<file path="config.mk">
export PLATFORM = sky130hd
export DESIGN_NAME = tccs_useq
export DESIGN_NICKNAME = d
export VERILOG_FILES = /design/src/hdl/tccs_pkg.sv /design/src/hdl/tccs_useq.sv
export SDC_FILE = /design/constraint.sdc
export NUM_CORES = 1
export LEC_CHECK = 0
export BUFFER_PORTS_ARGS = -buffer_cell sky130_fd_sc_hd__buf_4
export CAP_MARGIN = 10
export CORE_MARGIN = 8
export CORE_UTILIZATION = 50
export CTS_BUF_LIST = sky130_fd_sc_hd__clkbuf_8
export DETAILED_ROUTE_END_ITERATION = 12
export PLACE_DENSITY_LB_ADDON = 0.2
export REMOVE_ABC_BUFFERS = 1
export SETUP_SLACK_MARGIN = 0.1
export SYNTH_ARGS = -nofsm -noshare
export SYNTH_HDL_FRONTEND = slang
export SYNTH_SLANG_ARGS = --single-unit
</file>
<file path="constraint.sdc">
create_clock -name clk -period 2.53 [get_ports clk]
set_clock_uncertainty 0.05 [all_clocks]
set_input_delay 0.253 -clock clk [delete_from_list [all_inputs] [get_ports clk]]
set_output_delay 0.253 -clock clk [all_outputs]
set_load 0.03 [all_outputs]
</file>
<file path="src/hdl/tccs_pkg.sv">
`timescale 1ns / 1ps

package tccs_pkg;

    localparam int SCREEN_WIDTH  = 80;
    localparam int SCREEN_HEIGHT = 25;
    localparam int CELL_COUNT    = SCREEN_WIDTH * SCREEN_HEIGHT;

    localparam int ADDR_W    = $clog2(CELL_COUNT);
    localparam int ROW_W     = $clog2(SCREEN_HEIGHT);
    localparam int COL_W     = $clog2(SCREEN_WIDTH);
    localparam int FUNC_W    = 2;
    localparam int CHAR_W    = 8;
    localparam int COLOR_W   = 4;
    localparam int ATTR_W    = 8;
    localparam int INDEX_W   = 11;
    localparam int CELL_W    = 16;
    localparam int ROW_OUT_W = 5;
    localparam int COL_OUT_W = 7;
    localparam int STEP_W    = 4;

    localparam logic [CHAR_W-1:0] NEWLINE_CODE = 8'd10;
    localparam logic [CHAR_W-1:0] SPACE_CODE   = 8'd32;
    localparam logic [ATTR_W-1:0] RESET_ATTR   = 8'd15;

    typedef logic [STEP_W-1:0] step_t;

    typedef enum logic [1:0] {
        FUNC_PUT   = 2'd0,
        FUNC_CLEAR = 2'd1,
        FUNC_READ  = 2'd2,
        FUNC_NONE  = 2'd3
    } func_t;

    typedef enum logic [2:0] {
        COND_ALWAYS    = 3'd0,
        COND_DISPATCH  = 3'd1,
        COND_FILL_BUSY = 3'd2,
        COND_COPY_BUSY = 3'd3,
        COND_NO_SCROLL = 3'd4
    } cond_t;

    typedef enum logic [1:0] {
        EMIT_NEVER  = 2'd0,
        EMIT_ALWAYS = 2'd1,
        EMIT_TAKEN  = 2'd2
    } emit_t;

    typedef enum logic [1:0] {
        ADDR_HOLD = 2'd0,
        ADDR_ZERO = 2'd1,
        ADDR_INC  = 2'd2
    } addr_op_t;

    typedef enum logic [1:0] {
        WR_NONE = 2'd0,
        WR_FILL = 2'd1,
        WR_CHAR = 2'd2,
        WR_COPY = 2'd3
    } wr_sel_t;

    typedef enum logic {
        RD_INDEX = 1'b0,
        RD_AHEAD = 1'b1
    } rd_sel_t;

    typedef enum logic [1:0] {
        CUR_HOLD    = 2'd0,
        CUR_ADVANCE = 2'd1,
        CUR_HOME    = 2'd2
    } cur_op_t;

    typedef struct packed {
        logic     take;
        cond_t    cond;
        step_t    target;
        emit_t    emit;
        addr_op_t addr_op;
        wr_sel_t  wr_sel;
        rd_sel_t  rd_sel;
        cur_op_t  cur_op;
        logic     load_fill;
        logic     show_read;
    } ucw_t;

    typedef struct packed {
        addr_op_t addr_op;
        wr_sel_t  wr_sel;
        rd_sel_t  rd_sel;
        cur_op_t  cur_op;
        logic     load_fill;
    } dp_ctrl_t;

    typedef struct packed {
        logic fill_busy;
        logic copy_busy;
        logic scroll;
    } dp_stat_t;

endpackage

</file>
<file path="src/hdl/tccs_useq.sv">
`timescale 1ns / 1ps

module tccs_useq (
    input  logic                               clk,
    input  logic                               rst_n,
    input  logic                               item_valid,
    input  logic [tccs_pkg::FUNC_W-1:0]        item_func,
    input  logic                               out_busy,
    input  tccs_pkg::dp_stat_t                 stat,
    output logic                               item_stall,
    output tccs_pkg::dp_ctrl_t                 ctrl,
    output logic                               emit,
    output logic                               show_read
);
    import tccs_pkg::*;

    localparam step_t S_RST_FILL  = 4'd0;
    localparam step_t S_WAIT      = 4'd1;
    localparam step_t S_PUT       = 4'd2;
    localparam step_t S_SCR_START = 4'd3;
    localparam step_t S_SCR_COPY  = 4'd4;
    localparam step_t S_FILL      = 4'd5;
    localparam step_t S_EMIT      = 4'd6;
    localparam step_t S_READ      = 4'd7;
    localparam step_t S_CLR_START = 4'd8;

    function automatic ucw_t rom(input step_t s);
        ucw_t w;
        w.take      = 1'b0;
        w.cond      = COND_ALWAYS;
        w.target    = S_WAIT;
        w.emit      = EMIT_NEVER;
        w.addr_op   = ADDR_HOLD;
        w.wr_sel    = WR_NONE;
        w.rd_sel    = RD_INDEX;
        w.cur_op    = CUR_HOLD;
        w.load_fill = 1'b0;
        w.show_read = 1'b0;
        case (s)
            S_RST_FILL:
            begin
                w.wr_sel  = WR_FILL;
                w.addr_op = ADDR_INC;
                w.cond    = COND_FILL_BUSY;
                w.target  = S_RST_FILL;
            end
            S_WAIT:
            begin
                w.take = 1'b1;
                w.cond = COND_DISPATCH;
            end
            S_PUT:
            begin
                w.wr_sel = WR_CHAR;
                w.cur_op = CUR_ADVANCE;
                w.cond   = COND_NO_SCROLL;
                w.target = S_WAIT;
                w.emit   = EMIT_TAKEN;
            end
            S_SCR_START:
            begin
                w.addr_op   = ADDR_ZERO;
                w.rd_sel    = RD_AHEAD;
                w.load_fill = 1'b1;
                w.target    = S_SCR_COPY;
            end
            S_SCR_COPY:
            begin
                w.wr_sel  = WR_COPY;
                w.addr_op = ADDR_INC;
                w.rd_sel  = RD_AHEAD;
                w.cond    = COND_COPY_BUSY;
                w.target  = S_SCR_COPY;
            end
            S_FILL:
            begin
                w.wr_sel  = WR_FILL;
                w.addr_op = ADDR_INC;
                w.cond    = COND_FILL_BUSY;
                w.target  = S_FILL;
            end
            S_EMIT:
            begin
                w.emit = EMIT_ALWAYS;
            end
            S_READ:
            begin
                w.emit      = EMIT_ALWAYS;
                w.show_read = 1'b1;
            end
            S_CLR_START:
            begin
                w.addr_op   = ADDR_ZERO;
                w.load_fill = 1'b1;
                w.cur_op    = CUR_HOME;
                w.target    = S_FILL;
            end
            default:
            begin
                w.target = S_WAIT;
            end
        endcase
        return w;
    endfunction

    step_t upc_reg;
    step_t upc_next;
    ucw_t  cw;
    logic  accept;
    logic  cond_true;
    logic  emit_req;
    logic  hold;
    step_t dispatch_target;

    assign cw         = rom(upc_reg);
    assign accept     = cw.take && item_valid;
    assign item_stall = !cw.take;

    always_comb
    begin
        case (cw.cond)
            COND_ALWAYS:    cond_true = 1'b1;
            COND_DISPATCH:  cond_true = accept;
            COND_FILL_BUSY: cond_true = stat.fill_busy;
            COND_COPY_BUSY: cond_true = stat.copy_busy;
            COND_NO_SCROLL: cond_true = !stat.scroll;
            default:        cond_true = 1'b0;
        endcase
    end

    always_comb
    begin
        case (cw.emit)
            EMIT_ALWAYS: emit_req = 1'b1;
            EMIT_TAKEN:  emit_req = cond_true;
            default:     emit_req = 1'b0;
        endcase
    end

    assign hold      = emit_req && out_busy;
    assign emit      = emit_req && !hold;
    assign show_read = cw.show_read;

    always_comb
    begin
        case (func_t'(item_func))
            FUNC_PUT:   dispatch_target = S_PUT;
            FUNC_CLEAR: dispatch_target = S_CLR_START;
            FUNC_READ:  dispatch_target = S_READ;
            default:    dispatch_target = S_EMIT;
        endcase
    end

    always_comb
    begin
        if (hold)
        begin
            upc_next = upc_reg;
        end
        else if (cw.cond == COND_DISPATCH)
        begin
            upc_next = accept ? dispatch_target : upc_reg;
        end
        else if (cond_true)
        begin
            upc_next = cw.target;
        end
        else
        begin
            upc_next = upc_reg + step_t'(1);
        end
    end

    always_comb
    begin
        ctrl.addr_op   = cw.addr_op;
        ctrl.wr_sel    = cw.wr_sel;
        ctrl.rd_sel    = cw.rd_sel;
        ctrl.cur_op    = cw.cur_op;
        ctrl.load_fill = cw.load_fill;
        if (hold)
        begin
            ctrl.addr_op   = ADDR_HOLD;
            ctrl.wr_sel    = WR_NONE;
            ctrl.cur_op    = CUR_HOLD;
            ctrl.load_fill = 1'b0;
        end
    end

    always_ff @(posedge clk or negedge rst_n)
    begin
        if (!rst_n)
        begin
            upc_reg <= S_RST_FILL;
        end
        else
        begin
            upc_reg <= upc_next;
        end
    end

endmodule

</file>
==> flow_metrics.tcl <==
set metrics [dict create \
    status "completed" \
    power_frac_comb 0.827 \
    hold-path-cell-count 3 \
    start_util 0.543 \
    cts.path.max_buffers 2 \
    drtAntennaViolNets 0 \
    vias_per_cell 6.10 \
    synth_cells 99 \
    grt_pass1_vias 863 \
    final.setup.tns_ns 0 \
    p_leak_nw 0.496 \
    synthTopCellsByArea "dfrtp_1 (14%), ha_1 (10%), a21oi_1 (7.0%), nand2_1 (6.8%), nor3_1 (4.9%)" \
    rows 13 \
    clkTransAtPathRegs_ns 0.03 \
    cts_root_buffer "clkbuf_8" \
    worst_slew_pin_slew_ns 0.305 \
    min_to "upc_reg[3]$_DFFE_PN0P_" \
    reg2reg_setup_slack_ns 0.17 \
    finalCritPeriodShare 0.993 \
    min_period_ns 2.51 \
    dp_slack_ns 0.133 \
    synth.distinct_cells 39 \
    antenna_found_initial 0 \
    path_class "reg -> out" \
    finalNetCount 149 \
    wirelength_mm 2.42 \
    drt_iter0_drc 39 \
    synth_edf_count 0 \
    setup_slack_ns 0.0167 \
    cts.sinks 4 \
    pwr-share-seq 0.091 \
    largest_reg_flops 4 \
    yosys.area.top_type_share 0.140 \
    syn_area_um2 716 \
    vdd_drop_max_mv 1.00 \
    power.density_nw_per_um2 1540 \
    die_area_um2 2900 \
    hold_viol 0 \
    net-switching-power_uw 885 \
    dpl.hpwl_mm 1.57 \
    syn_to_final_growth_pct 55.2 \
    cts_tree "built" \
    ys.flop_type "dfrtp_1" \
    finalPower_mw 1.71 \
    fin_cells 147 \
    r2r-end "upc_reg[1]$_DFFE_PN0P_" \
    max_slew_margin 0.794 \
    worstRegToRegCells 8 \
    maxCapViolations 0 \
    ys_warn_count 0 \
    syn_area_per_cell_um2 7.23 \
    cp.required_ns 2.23 \
    slew_violations 0 \
    die_w_um 53.8 \
    core_area_um2 1320 \
    min-delay-path-class "in -> reg" \
    worstHoldStart "out_busy" \
    grt_max_degree 14 \
    p_sw_frac 0.518 \
    regToRegStartpoint "upc_reg[1]$_DFFE_PN0P_" \
    setup_viol 0 \
    via_count 897 \
    wl_per_cell_um 16.5 \
    drive_above_1_share 0.485 \
    ys_ff_latch 4 \
    rsz0062_at_grt "true" \
    firstDrtPassIters 4 \
    port_buffers 19 \
    start_kind "flop" \
    yosysTopAreaCell "dfrtp_1" \
    diodes 0 \
    dp.cells 133 \
    end_kind "output port" \
    drc 0 \
    numCtsBuffers 3 \
    grt_overflow 0 \
    synth_async_sr_flop_share 1.00 \
    cts.htree.levels 1 \
    io_pins 20 \
    worstPathMaxFanout 8 \
    worstPathArrival_ns 2.21 \
    die_h_um 53.8 \
    track_usage 0.169 \
    grt_pass1_wl_mm 3.76 \
    clk_latency_ns 0.22 \
    clkPwrFrac 0.082 \
    p_int_uw 824 \
    gp_congestion 0.893 \
    synth_seq_area_share 0.140 \
    max_clock_freq_mhz 398 \
]
cell usage in the layout, fill, tap and decap left out, types with 2 or more instances in the layout:
cell type / instances
nor3_1: 3
buf_4: 35
nor3_2: 4
a31oi_1: 2
ha_2: 3
ha_4: 2
dfrtp_2: 2
clkbuf_8: 3
o211ai_1: 2
a21oi_1: 9
nand2b_1: 2
dfrtp_1: 2
nor2_1: 6
nor2b_1: 3
inv_1: 6
o21ai_0: 7
a21oi_4: 2
nand2_1: 13
cells in the mapped netlist, types with 2 or more instances:
| cell type | number |
|---|---|
| a21oi_1 | 10 |
| a31oi_1 | 2 |
| clkbuf_1 | 2 |
| dfrtp_1 | 4 |
| ha_1 | 6 |
| inv_1 | 7 |
| nand2_1 | 13 |
| nand2b_1 | 3 |
| nor2_1 | 7 |
| nor2b_1 | 3 |
| nor3_1 | 7 |
| o211ai_1 | 2 |
| o21ai_0 | 7 |
through the flow:
step | instance area [µm²] | utilization | hold slack [ns]
finish | 1110 | 0.843 | 0.304
global route | 1110 | 0.843 | 0.311
CTS | 1050 | 0.801 | 0.296
detailed placement | 887 | 0.673 | 0.000593
global placement | 887 | 0.673 | 0.000327
floorplan | 681 | - | -0.0926
worst max-delay path, cell delays in order (launching register included):
cell,delay [ns]
dfrtp_2,0.44
ha_4,0.19
or4b_4,0.50
nand4_4,0.11
o211a_4,0.18
a21oi_4,0.07
nor2_4,0.22
nor3_1,0.09
buf_4,0.18
power groups by stage:
| stage | Clock, mW | Sequential, mW | Combinational, mW |
|---|---|---|---|
| 4_1_cts | 0.142 | 0.146 | 1.33 |
| 3_3_place_gp | 0 | 0.138 | 1.14 |
| 6_report | 0.141 | 0.155 | 1.41 |
| 5_1_grt | 0.148 | 0.156 | 1.51 |
| 2_1_floorplan | 0 | 0.158 | 0.796 |
| 3_5_place_dp | 0 | 0.138 | 1.16 |
how the worst max path moves through the flow:
stage | depth (start not counted) | to | startpoint
after floorplan | 8 | ctrl[5] | upc_reg[0]$_DFFE_PN0P_
after global placement | 8 | ctrl[5] | upc_reg[1]$_DFFE_PN0P_
after detailed placement | 9 | ctrl[0] | upc_reg[0]$_DFFE_PN0P_
after CTS | 8 | ctrl[0] | upc_reg[1]$_DFFE_PN0P_
after global routing | 9 | ctrl[1] | upc_reg[0]$_DFFE_PN0P_
final | 8 | ctrl[0] | upc_reg[1]$_DFFE_PN0P_
logic make-up (layout without fill, tap and decap cells):
kind of cell / after synthesis / in the layout / synth area share
AND/OR/NAND/NOR: 42 / 42 / 0.320
AO/OA/AOI/OAI: 33 / 33 / 0.329
buffers and inverters: 13 / 46 / 0.0857
adder cells (fa/ha/maj): 6 / 6 / 0.105
flip-flops: 4 / 4 / 0.140
multiplexers: 1 / 1 / 0.0210
metal layers:
| layer | global-route usage | routed length, µm |
|---|---|---|
| met4 | 0.0672 | 35 |
| met5 | 0 | 0 |
| met3 | 0.0634 | 213 |
| met1 | 0.179 | 949 |
| met2 | 0.295 | 1220 |
repair_timing:
action | CTS | global route
setup buffers | 7 | 3
pin swaps | 7 | 5
endpoints found under the hold margin | 4 | 0
resized for setup | 12 | 8
endpoints found under the setup margin | 8 | 8
hold buffers | 1 | 0
cell type report:
cell class / count / area (µm²)
inverters: 7 / 26.3
fillers: 85 / 206
multi-input cells: 82 / 649
well taps: 15 / 18.8
flip-flops and latches: 4 / 103
repair buffers: 36 / 273
clock buffers: 3 / 41.3
No activity file was read; power rests on OpenSTA's default activity.
